$ cat src/rtl/core/vas_pkg.sv
// shared types and command codes for the voice allocator
package vas_pkg;

  localparam int unsigned CMD_W   = 3;
  localparam int unsigned NOTE_W  = 7;
  localparam int unsigned RACK_W  = 4;
  localparam int unsigned SLOT_W  = 4;
  localparam int unsigned LEVEL_W = 16;
  localparam int unsigned STAMP_W = 32;
  localparam int unsigned OUT_W   = 5;
  localparam int unsigned VOICE_W = 4;

  localparam logic [CMD_W-1:0] CMD_NOTE_ON   = 3'd0;
  localparam logic [CMD_W-1:0] CMD_NOTE_OFF  = 3'd1;
  localparam logic [CMD_W-1:0] CMD_ALL_OFF   = 3'd2;
  localparam logic [CMD_W-1:0] CMD_KILL_RACK = 3'd3;
  localparam logic [CMD_W-1:0] CMD_LEVEL     = 3'd4;

  typedef struct packed {
    logic [CMD_W-1:0]   cmd;
    logic [NOTE_W-1:0]  note;
    logic [RACK_W-1:0]  rack;
    logic [SLOT_W-1:0]  slot;
    logic [LEVEL_W-1:0] peak;
    logic               ended;
  } vas_cmd_t;

  typedef struct packed {
    logic               en;
    logic [STAMP_W-1:0] stamp;
  } vas_wr_t;

endpackage

$ cat src/rtl/core/vas_cell.sv
// one voice of the allocator chain: voice state plus one scan step
module vas_cell #(
  parameter int unsigned CELL_IDX    = 0,
  parameter int unsigned IDX_W       = 4,
  parameter int unsigned CNT_W       = 5
) (
  input  logic                clk_i,
  input  logic                rst_ni,
  input  vas_pkg::vas_cmd_t   cmd_i,
  input  vas_pkg::vas_wr_t    wr_i,
  input  logic [IDX_W-1:0]    wr_idx_i,
  input  logic                tok_i,
  input  logic [IDX_W+IDX_W+vas_pkg::LEVEL_W+vas_pkg::STAMP_W+CNT_W+CNT_W+1:0] acc_i,
  output logic                tok_o,
  output logic [IDX_W+IDX_W+vas_pkg::LEVEL_W+vas_pkg::STAMP_W+CNT_W+CNT_W+1:0] acc_o
);
  import vas_pkg::*;

  typedef struct packed {
    logic               free_found;
    logic [IDX_W-1:0]   free_idx;
    logic [LEVEL_W-1:0] best_level;
    logic [STAMP_W-1:0] best_stamp;
    logic [IDX_W-1:0]   best_idx;
    logic [CNT_W-1:0]   touched;
    logic [CNT_W-1:0]   total;
    logic               busy;
  } acc_t;

  acc_t acc_in, acc_d, acc_q;

  logic               act_q, act_d;
  logic               rel_q, rel_d;
  logic [NOTE_W-1:0]  note_q, note_d;
  logic [RACK_W-1:0]  rack_q, rack_d;
  logic [LEVEL_W-1:0] lvl_q, lvl_d;
  logic [STAMP_W-1:0] stamp_q, stamp_d;
  logic               tok_q;
  logic               hit;
  logic               slot_match;
  logic               take;

  assign acc_in     = acc_i;
  assign slot_match = (32'(cmd_i.slot) == 32'(CELL_IDX));
  assign take       = (CELL_IDX == 0) || (lvl_q < acc_in.best_level) ||
                      ((lvl_q == acc_in.best_level) && (stamp_q < acc_in.best_stamp));

  always_comb begin
    act_d   = act_q;
    rel_d   = rel_q;
    note_d  = note_q;
    rack_d  = rack_q;
    lvl_d   = lvl_q;
    stamp_d = stamp_q;
    hit     = 1'b0;
    if (tok_i) begin
      case (cmd_i.cmd)
        CMD_NOTE_OFF: begin
          if (act_q && !rel_q && (note_q == cmd_i.note)) begin
            rel_d = 1'b1;
            hit   = 1'b1;
          end
        end
        CMD_ALL_OFF: begin
          hit   = act_q;
          act_d = 1'b0;
          lvl_d = '0;
        end
        CMD_KILL_RACK: begin
          if (act_q && (rack_q == cmd_i.rack)) begin
            act_d = 1'b0;
            lvl_d = '0;
            hit   = 1'b1;
          end
        end
        CMD_LEVEL: begin
          if (slot_match && act_q) begin
            lvl_d = cmd_i.peak;
            if (cmd_i.ended) begin
              act_d = 1'b0;
              lvl_d = '0;
              hit   = 1'b1;
            end
          end
        end
        default: begin
        end
      endcase
    end
    if (wr_i.en && (wr_idx_i == IDX_W'(CELL_IDX))) begin
      act_d   = 1'b1;
      rel_d   = 1'b0;
      note_d  = cmd_i.note;
      rack_d  = cmd_i.rack;
      lvl_d   = '0;
      stamp_d = wr_i.stamp;
    end
  end

  always_comb begin
    acc_d = acc_in;
    if (!acc_in.free_found && !act_q) begin
      acc_d.free_found = 1'b1;
      acc_d.free_idx   = IDX_W'(CELL_IDX);
    end
    if (take) begin
      acc_d.best_level = lvl_q;
      acc_d.best_stamp = stamp_q;
      acc_d.best_idx   = IDX_W'(CELL_IDX);
    end
    acc_d.touched = acc_in.touched + CNT_W'(hit);
    acc_d.total   = acc_in.total + CNT_W'(act_d);
    acc_d.busy    = acc_in.busy | (act_d && (rack_q == cmd_i.rack));
  end

  always_ff @(posedge clk_i or negedge rst_ni) begin
    if (!rst_ni) begin
      act_q   <= 1'b0;
      rel_q   <= 1'b0;
      note_q  <= '0;
      rack_q  <= '0;
      lvl_q   <= '0;
      stamp_q <= '0;
      tok_q   <= 1'b0;
    end else begin
      act_q   <= act_d;
      rel_q   <= rel_d;
      note_q  <= note_d;
      rack_q  <= rack_d;
      lvl_q   <= lvl_d;
      stamp_q <= stamp_d;
      tok_q   <= tok_i;
    end
  end

  always_ff @(posedge clk_i) begin
    acc_q <= acc_d;
  end

  assign tok_o = tok_q;
  assign acc_o = acc_q;

endmodule

$ cat src/rtl/core/voice_allocator_quietest_steal.sv
// voice allocator with quietest-voice stealing, top level
//
//   channel | direction | handshake               | fields
//   in      | input     | in_valid_i / in_stall_o   | command, note, rack_id, voice_slot,
//           |           |                           | peak_level, note_ended
//   out     | output    | out_valid_o / out_stall_i | chosen_voice, was_stolen,
//           |           |                           | voices_touched, rack_busy, active_total
//
// after accept the start flag is registered, a scan token walks the chain one cell per cycle,
// res_q latches the scan, and once out_free the result loads and the chosen voice is written
// one item is in flight at a time; in_stall_o is high from accept until the result loads
// the next item can be taken in the cycle after the result loads
// the result register holds while out_stall_i is high; the next item is accepted meanwhile
// reset clears every voice and the stamp counter at once, no clearing pass
module voice_allocator_quietest_steal #(
  parameter int unsigned VOICE_COUNT = 16
) (
  input  logic                           clk_i,
  input  logic                           rst_ni,
  input  logic                           in_valid_i,
  output logic                           in_stall_o,
  input  logic [vas_pkg::CMD_W-1:0]      command_i,
  input  logic [vas_pkg::NOTE_W-1:0]     note_i,
  input  logic [vas_pkg::RACK_W-1:0]     rack_id_i,
  input  logic [vas_pkg::SLOT_W-1:0]     voice_slot_i,
  input  logic [vas_pkg::LEVEL_W-1:0]    peak_level_i,
  input  logic                           note_ended_i,
  output logic                           out_valid_o,
  input  logic                           out_stall_i,
  output logic [vas_pkg::VOICE_W-1:0]    chosen_voice_o,
  output logic                           was_stolen_o,
  output logic [vas_pkg::OUT_W-1:0]      voices_touched_o,
  output logic                           rack_busy_o,
  output logic [vas_pkg::OUT_W-1:0]      active_total_o
);
  import vas_pkg::*;

  localparam int unsigned IDX_W = (VOICE_COUNT > 1) ? $clog2(VOICE_COUNT) : 1;
  localparam int unsigned CNT_W = $clog2(VOICE_COUNT + 1);
  localparam int unsigned ACC_W = IDX_W + IDX_W + LEVEL_W + STAMP_W + CNT_W + CNT_W + 2;

  typedef struct packed {
    logic               free_found;
    logic [IDX_W-1:0]   free_idx;
    logic [LEVEL_W-1:0] best_level;
    logic [STAMP_W-1:0] best_stamp;
    logic [IDX_W-1:0]   best_idx;
    logic [CNT_W-1:0]   touched;
    logic [CNT_W-1:0]   total;
    logic               busy;
  } acc_t;

  typedef enum logic [1:0] {
    ST_IDLE,
    ST_SCAN,
    ST_DONE
  } state_e;

  state_e             state_q;
  vas_cmd_t           cmd_q;
  logic               start_q;
  logic [STAMP_W-1:0] stamp_q;
  acc_t               res_q;
  logic               out_valid_q;
  logic [VOICE_W-1:0] chosen_q;
  logic               stolen_q;
  logic [OUT_W-1:0]   touched_q;
  logic               busy_q;
  logic [OUT_W-1:0]   total_q;

  logic               tok [VOICE_COUNT+1];
  logic [ACC_W-1:0]   acc [VOICE_COUNT+1];
  acc_t               acc_end;

  logic               out_free;
  logic               is_on;
  logic [IDX_W-1:0]   chosen_idx;
  logic [CNT_W-1:0]   touched_fin;
  logic [CNT_W-1:0]   total_fin;
  logic               busy_fin;
  vas_wr_t            wr;

  assign tok[0] = start_q;
  assign acc[0] = '0;
  assign acc_end = acc[VOICE_COUNT];

  for (genvar g = 0; g < VOICE_COUNT; g++) begin : g_cell
    vas_cell #(
      .CELL_IDX   (g),
      .IDX_W      (IDX_W),
      .CNT_W      (CNT_W)
    ) u_cell (
      .clk_i   (clk_i),
      .rst_ni  (rst_ni),
      .cmd_i   (cmd_q),
      .wr_i    (wr),
      .wr_idx_i(chosen_idx),
      .tok_i   (tok[g]),
      .acc_i   (acc[g]),
      .tok_o   (tok[g+1]),
      .acc_o   (acc[g+1])
    );
  end

  assign out_free    = !out_valid_q || !out_stall_i;
  assign is_on       = (cmd_q.cmd == CMD_NOTE_ON);
  assign chosen_idx  = res_q.free_found ? res_q.free_idx : res_q.best_idx;
  assign touched_fin = res_q.touched;
  assign total_fin   = res_q.total + CNT_W'(is_on && res_q.free_found);
  assign busy_fin    = is_on | res_q.busy;
  assign wr.en       = (state_q == ST_DONE) && out_free && is_on;
  assign wr.stamp    = stamp_q + STAMP_W'(1);

  always_ff @(posedge clk_i or negedge rst_ni) begin
    if (!rst_ni) begin
      state_q     <= ST_IDLE;
      cmd_q       <= '0;
      start_q     <= 1'b0;
      stamp_q     <= '0;
      res_q       <= '0;
      out_valid_q <= 1'b0;
      chosen_q    <= '0;
      stolen_q    <= 1'b0;
      touched_q   <= '0;
      busy_q      <= 1'b0;
      total_q     <= '0;
    end else begin
      start_q <= (state_q == ST_IDLE) && in_valid_i;
      if (out_valid_q && !out_stall_i && (state_q != ST_DONE)) begin
        out_valid_q <= 1'b0;
      end
      case (state_q)
        ST_IDLE: begin
          if (in_valid_i) begin
            cmd_q   <= '{cmd: command_i, note: note_i, rack: rack_id_i, slot: voice_slot_i,
                         peak: peak_level_i, ended: note_ended_i};
            state_q <= ST_SCAN;
          end
        end
        ST_SCAN: begin
          if (tok[VOICE_COUNT]) begin
            res_q   <= acc_end;
            state_q <= ST_DONE;
          end
        end
        ST_DONE: begin
          if (out_free) begin
            out_valid_q <= 1'b1;
            chosen_q    <= is_on ? VOICE_W'(chosen_idx) : '0;
            stolen_q    <= is_on && !res_q.free_found;
            touched_q   <= (touched_fin > 31) ? OUT_W'(31) : OUT_W'(touched_fin);
            busy_q      <= busy_fin;
            total_q     <= (total_fin > 31) ? OUT_W'(31) : OUT_W'(total_fin);
            if (is_on) begin
              stamp_q <= wr.stamp;
            end
            state_q <= ST_IDLE;
          end
        end
        default: begin
          state_q <= ST_IDLE;
        end
      endcase
    end
  end

  assign in_stall_o       = (state_q != ST_IDLE);
  assign out_valid_o      = out_valid_q;
  assign chosen_voice_o   = chosen_q;
  assign was_stolen_o     = stolen_q;
  assign voices_touched_o = touched_q;
  assign rack_busy_o      = busy_q;
  assign active_total_o   = total_q;

endmodule

$ cat config.mk
export PLATFORM = sky130hd
export DESIGN_NAME = voice_allocator_quietest_steal
export DESIGN_NICKNAME = d
export VERILOG_FILES = /design/src/rtl/core/vas_pkg.sv /design/src/rtl/core/vas_cell.sv /design/src/rtl/core/voice_allocator_quietest_steal.sv
export SDC_FILE = /design/constraint.sdc
export NUM_CORES = 2
export LEC_CHECK = 0
export BUFFER_PORTS_ARGS = -buffer_cell sky130_fd_sc_hd__buf_2
export CORE_MARGIN = 4
export CORE_UTILIZATION = 35
export DETAILED_ROUTE_END_ITERATION = 10
export GPL_ROUTABILITY_DRIVEN = 0
export GPL_TIMING_DRIVEN = 0
export PLACE_DENSITY = 0.5
export SYNTH_ARGS = -nofsm -noshare
export SYNTH_HDL_FRONTEND = slang
export SYNTH_SLANG_ARGS = --single-unit
$ cat constraint.sdc
create_clock -name clk_i -period 3.41 [get_ports clk_i]
set_input_delay 0.1705 -clock clk_i [delete_from_list [all_inputs] [get_ports clk_i]]
set_output_delay 0.1705 -clock clk_i [all_outputs]
set_load 0.005 [all_outputs]
### After elaboration in Yosys (flattened, before gate mapping)

Cells that the tools add are included.

| operators by class | value |
|---|---|
| reductions and logical operators | 304 |
| multiplexer cells | 345 |
| equality and inequality tests | 119 |
| bitwise gates (word level) | 16 |
| $add $sub $neg | 32 |
| order comparisons | 30 |

Operator list:

| cell | number |
|---|---|
| 2-to-1 mux 16 bit | 65 |
| one-hot mux 16 bit (3 select lines) | 16 |
| 2-to-1 mux 52 bit | 14 |
| less-than comparator 32 bit | 15 |
| equality test 16 bit | 15 |
| less-than comparator 16 bit | 15 |
| 2-to-1 mux 1 bit | 211 |
| adder 5 x 1 -> 5 bit | 29 |
| logical AND 1 bit | 133 |
| equality test 7 bit | 16 |
| nonzero test 2 bit | 49 |
| inequality test 3 x 1 -> 1 bit (second input constant) | 32 |
| equality test 4 bit | 16 |
| equality test 4 bit (second input constant) | 16 |
| one-hot mux 1 bit (4 select lines) | 16 |
| AND reduction 4 bit | 16 |
| nonzero test 4 bit | 16 |
| AND reduction 3 bit | 18 |
| logical NOT 1 bit | 49 |
| one-hot mux 1 bit (3 select lines) | 16 |
| adder 32 x 1 -> 32 bit (second input constant) | 1 |
| equality test 4 x 3 -> 1 bit (second input constant) | 8 |
| equality test 4 x 2 -> 1 bit (second input constant) | 4 |
| logical OR 1 bit | 16 |
| other kinds (18) | 44 |

| word-level totals | value |
|---|---|
| logic and storage cells | 1104 |
| output and inout bits | 18 |
| flip-flop bits (word level) | 2127 |
| input port bits | 39 |

### Logic depth before layout (Yosys ltp)

| depth | value |
|---|---|
| word-level depth | 8 |
| depth in mapped cells | 14 |
| mapped depth without buffers | 11 |

### Hierarchy

A second synthesis with hierarchy kept.

| second synthesis, totals | value |
|---|---|
| cell total of the unflattened synthesis | 11297 |
| area total of the unflattened synthesis | 108602.9 µm² |

By module, submodules not included:

| module | area each (µm²) | sequential area each (µm²) | cells an instance | times used |
|---|---|---|---|---|
| vas_cell at g_cell[10].u_cell ... | 6896.6 | 2912.8 | 786 | 4 |
| vas_cell at g_cell[4].u_cell ... | 6745.2 | 2912.8 | 658 | 2 |
| vas_cell at g_cell[11].u_cell ... | 6472.5 | 2912.8 | 750 | 2 |
| vas_cell at g_cell[13].u_cell ... | 6471.2 | 2912.8 | 661 | 2 |
| vas_cell at g_cell[12].u_cell | 6897.9 | 2912.8 | 783 | 1 |
| vas_cell at g_cell[3].u_cell | 6886.6 | 2912.8 | 782 | 1 |
| vas_cell at g_cell[2].u_cell | 6741.5 | 2912.8 | 661 | 1 |
| vas_cell at g_cell[1].u_cell | 6064.6 | 2912.8 | 484 | 1 |
| vas_cell at g_cell[15].u_cell | 5990.7 | 2912.8 | 513 | 1 |
| voice_allocator_quietest_steal | 4872.2 | 2677.6 | 403 | 1 |
| vas_cell at g_cell[0].u_cell | 4185.3 | 2832.7 | 389 | 1 |

### Worst setup path after synthesis

No wires, ideal clock.

| path | value |
|---|---|
| kind | register to register |
| from | register g_cell[8].u_cell.stamp_q[31] |
| to | register g_cell[8].u_cell.acc_q, in the netlist g_cell[8].u_cell.acc_o[16] |
| path buffers | 1 |
| arrival | 2.579 ns |
| setup time | 0.121 ns |
| stages on the path, launching flop included | 9 |
| data required time | 3.289 ns |
| period minus slack after synthesis | 2.701 ns |
| slack | 0.709 ns |
| path through | dfrtp_1 > ha_1 > nand4_1 > or4_4 > nor4b_2 > a21oi_1 > a31oi_4 > buf_12 > mux2_4 |

RTL lines:

| what | line | text |
|---|---|---|
| from (decl) | vas_cell.sv:37 | `logic [STAMP_W-1:0] stamp_q, stamp_d;` |
| from (signal assigned) | vas_cell.sv:131 | `stamp_q <= stamp_d;` |
| to (signal assigned) | vas_cell.sv:137 | `acc_q <= acc_d;` |
| to (decl) | vas_cell.sv:30 | `acc_t acc_in, acc_d, acc_q;` |

### Final worst setup path

| path | value |
|---|---|
| from | register cmd_q[32] (netlist bit) |
| to | register g_cell[14].u_cell.lvl_q[2] |

| between the ends | value |
|---|---|
| longest elaborated chain between the ends | 5 |
| elaborated cells between the ends (all ways) | 14 |
| those cells by class | eq/ne (5); mux (3); reduce/logical (6) |

Ends and longest elaborated chain:

| what | line | text |
|---|---|---|
| from (decl) | voice_allocator_quietest_steal.sv:60 | `vas_cmd_t cmd_q;` |
| from (signal assigned) | voice_allocator_quietest_steal.sv:135 | `cmd_q <= '{cmd: command_i, note: note_i, rack: rack_id_i, slot: voice_slot_i,` |
| logical NOT 3 bit | voice_allocator_quietest_steal.sv:106 | `assign is_on = (cmd_q.cmd == CMD_NOTE_ON);` |
| logical AND 1 bit | voice_allocator_quietest_steal.sv:111 | `assign wr.en = (state_q == ST_DONE) && out_free && is_on;` |
| logical AND 1 bit | vas_cell.sv:90 | `if (wr_i.en && (wr_idx_i == IDX_W'(CELL_IDX))) begin` |
| inequality test 3 x 1 -> 1 bit (no source line), or another cell as far along | n/a |  |
| AND reduction 4 bit (no source line) | n/a |  |
| to (signal assigned) | vas_cell.sv:130 | `lvl_q <= lvl_d;` |
| to (decl) | vas_cell.sv:36 | `logic [LEVEL_W-1:0] lvl_q, lvl_d;` |

Several ways; a longest one is shown, not always the timed one. The select of a mux whose other input is x is not followed.
A chain may end at the register's enable or synchronous reset.

==> flow_summary.json <==
{
  "outcome": "finished with violations",
  "violations": "max-capacitance violations, max-slew violations, negative setup slack",
  "synth_area_leaders": "dfrtp_1 (30%), dfxtp_1 (21%), ha_1 (10%)",
  "die-area_sq_um": 273000,
  "synth_ff_type": "dfrtp_1",
  "timing.critical_path.buf_inv": 4,
  "instances_no_fill": 13200,
  "yosys.area.top_type_share_pct": 29.7,
  "syn-cell-area_sq_um": 92600,
  "endpoint_kind": "register",
  "start_util_pct": 35.2,
  "crit_path_max_fanout": 10,
  "slew_violations": 8,
  "synth_top_area_cell": "dfrtp_1",
  "clk_pin_slew_ns": 0.06,
  "ys_seq_elements": 2089,
  "worst_slew_pin_slew_ns": 1.52,
  "via_count": 67200,
  "drtPass1Iterations": 6,
  "antenna_found_initial": 34,
  "finalClockSkew_ns": 0.0785,
  "clock-sinks": 2089,
  "crit_required_ns": 4.16,
  "max-slew-margin-rel_pct": -1.74,
  "synth_edf_count": 0,
  "fin_crit_sh_pct": 102,
  "ys_seq_area_share_pct": 51.1,
  "final_area_sq_um": 108000,
  "worst_path_largest_cell_delay_ns": 0.68,
  "arrival_ns": 4.23,
  "crit_family": "simple AND/OR/NAND/NOR gates",
  "root_buffer": "clkbuf_16",
  "whs_ns": 0.00435,
  "p_per_area_nw_per_um2": 858,
  "io_pins": 57,
  "synth_async_sr_flop_share_pct": 52.6,
  "yosys_warnings": 0,
  "grt_pass1_wl_microns": 448000,
  "synth_fp_nets": 9866,
  "numCtsBuffers": 225,
  "core_sq_um": 263000,
  "routed_wl_microns": 308000,
  "grt_pass1_vias": 66500,
  "synthTopCellsByCount": "nand2_1 (1351), dfrtp_1 (1099), dfxtp_1 (990), o21ai_0 (891), ha_1 (766)",
  "ir_drop_mv": 0.582,
  "drive_gt1_share_pct": 16.6,
  "drc": 0,
  "syn_avg_cell_area_sq_um": 10.2,
  "port_buffers": 56,
  "dp.cells": 12700,
  "clock.fmax_mhz": 287,
  "routed.top_layer": "met4",
  "worstSetupStartpointType": "register",
  "antenna_left": 0,
  "wl_met3_microns": 18600,
  "cp_slowest_cell": "nand2_1",
  "fin_crit_ns": 3.49,
  "clock_path_buffers": 3,
  "worstSkewPairLatency_ns": 0.92,
  "max_cap_violations": 1,
  "fp.dieW_microns": 522,
  "met2_length_microns": 134000,
  "power.leakage_uw": 0.0486,
  "grt_max_degree": 147,
  "cts-htree-levels": 4,
  "initialDrtViolationCount": 5268,
  "dp_hpwl_microns": 233000,
  "setup_viol": 25,
  "grt_overflow": 0,
  "placed_cell_area_sq_um": 98100,
  "synthToLayoutAreaGrowth_pct": 16.3,
  "cts_tree": "done",
  "hold_violations": 0,
  "syn_inst": 9061,
  "post_drt_wl_per_cell_microns": 23.4,
  "viasPerCell": 5.10,
  "synth.most_common_cell": "nand2_1",
  "holdCritPathClass": "in2async",
  "row_count": 188,
  "fin_ws_ns": -0.0755,
  "cp_cell_sequence": "clkbuf_1, nor2_1, nand2_1, buf_2, buf_2, nor2_1, clkbuf_1, nand2_1, o21ai_0",
  "rsz0062_at_grt": "true",
  "die_h_microns": 522,
  "nets": 10300,
  "critPathKind": "reg2reg",
  "routedLengthMet1_microns": 143000,
  "synth.distinct_cells": 83,
  "track_usage_pct": 22.3
}
path summary, 6_finish.rpt:
path	startpoint	endpoint	slack, ns	depth (start not counted)
worst min-delay path	rst_ni	g_cell[15].u_cell.stamp_q[12]$_DFFE_PN0P_	0.004	3
min in group clk_i	voice_slot_i[1]	cmd_q[18]$_DFFE_PN0P_	0.05	3
worst min register to register	g_cell[0].u_cell.lvl_q[15]$_DFFE_PN0P_	g_cell[0].u_cell.acc_o[62]$_DFF_P_	0.35	0
worst max register to register	cmd_q[32]$_DFFE_PN0P_	g_cell[14].u_cell.lvl_q[2]$_DFFE_PN0P_	-0.08	9
max in group asynchronous	rst_ni	g_cell[7].u_cell.stamp_q[31]$_DFFE_PN0P_	1.95	4
worst max-delay path	cmd_q[32]$_DFFE_PN0P_	g_cell[14].u_cell.lvl_q[2]$_DFFE_PN0P_	-0.08	9
cells in the final DEF (no fill, tap or decap), types with 15 or more instances in the layout:
| master | instances |
|---|---|
| a211oi_1 | 35 |
| a21o_1 | 61 |
| a21oi_1 | 364 |
| a31oi_1 | 22 |
| and3_1 | 22 |
| buf_12 | 15 |
| buf_2 | 128 |
| buf_4 | 31 |
| clkbuf_1 | 315 |
| clkbuf_16 | 229 |
| clkbuf_2 | 40 |
| clkbuf_4 | 23 |
| clkbuf_8 | 59 |
| clkinv_2 | 39 |
| dfrtp_1 | 1096 |
| dfxtp_1 | 990 |
| dlygate4sd3_1 | 62 |
| ha_1 | 766 |
| inv_1 | 749 |
| mux2_2 | 686 |
| mux2_4 | 86 |
| nand2_1 | 1329 |
| nand2_2 | 16 |
| nand2b_1 | 33 |
| nand3_1 | 373 |
| nand4_1 | 119 |
| nor2_1 | 214 |
| nor2b_1 | 59 |
| nor3_1 | 26 |
| nor4_1 | 15 |
| o21a_1 | 34 |
| o21ai_0 | 885 |
| o21ai_1 | 15 |
| o31ai_1 | 17 |
| or2_2 | 54 |
| xnor2_1 | 212 |
| xor2_1 | 69 |
area by class of cell:
cell class,instances,area (sq um)
Timing Repair Buffer,175,1730
Clock inverter,78,1110
Tap cell,3515,4400
Fill cell,25800,155000
Multi-Input combinational cell,5782,41400
Buffer,425,2110
Sequential cell,2089,47300
Antenna cell,14,35.0
Clock buffer,350,6740
Inverter,749,2810
repair_timing:
action	4_1_cts	5_1_grt
endpoints found under the setup margin	1556	653
resized for setup	189	90
buffers inserted	11	13
pin swaps	3	12
endpoints found under the hold margin	631	0
hold buffers	63	0
cells by family (layout without fill, tap and decap cells):
group / after synthesis / count (layout) / share of synthesized area (%)
and+or+nand+nor: 2375 / 2375 / 11.4
muxes: 784 / 784 / 9.87
xor gates and xnor gates: 309 / 309 / 2.92
buffers and inverters: 1190 / 1777 / 5.11
adders and majority gates: 766 / 766 / 10.3
AOI/OAI and AO/OA: 1548 / 1548 / 9.23
DFF: 2089 / 2089 / 51.1
other: 0 / 14 / 0
metal layers:
layer | vias up | track usage, %
li1 | 31400 | -
met1 | 33400 | 31.6
met2 | 1872 | 34.2
met3 | 490 | 3.63
met4 | 0 | 7.99
met5 | - | 0
worst register-to-register path, delay by kind of cell, from the launching register on:
family                 cells  cell delay (ns)
flip-flops                 1             0.36
AND/OR/NAND/NOR            4             1.38
AO/OA/AOI/OAI              1             0.42
buffers and inverters      4             1.18
flip-flops by register name, indices dropped and copies added (netlist names), 32 cells and up:
register               flops
stamp_q                   32
g_cell.u_cell.acc_o      990
g_cell.u_cell.rack_q      64
g_cell.u_cell.lvl_q      256
cmd_q                     35
g_cell.u_cell.note_q     112
g_cell.u_cell.stamp_q    512
where the power goes:
part	total (uW)	switching (uW)	internal [uW]
logic	34000	19600	14400
clock network	25400	10700	14800
registers	33000	3290	29700
total	92400	33600	58800
metrics by stage:
step	TNS [ns]	total power [uW]	setup WS, ns	util, %
after floorplan	0	54000	0.709	-
after global placement	-	65100	-24.93	37.0
after detailed placement	-521.51	65900	-1.23	37.3
after CTS	-0.00160	92300	-0.00160	40.8
after global routing	-6.77	97200	-0.160	40.9
final	-0.773	92400	-0.0755	41.0
Note: power is estimated with default switching activity, not from simulation.
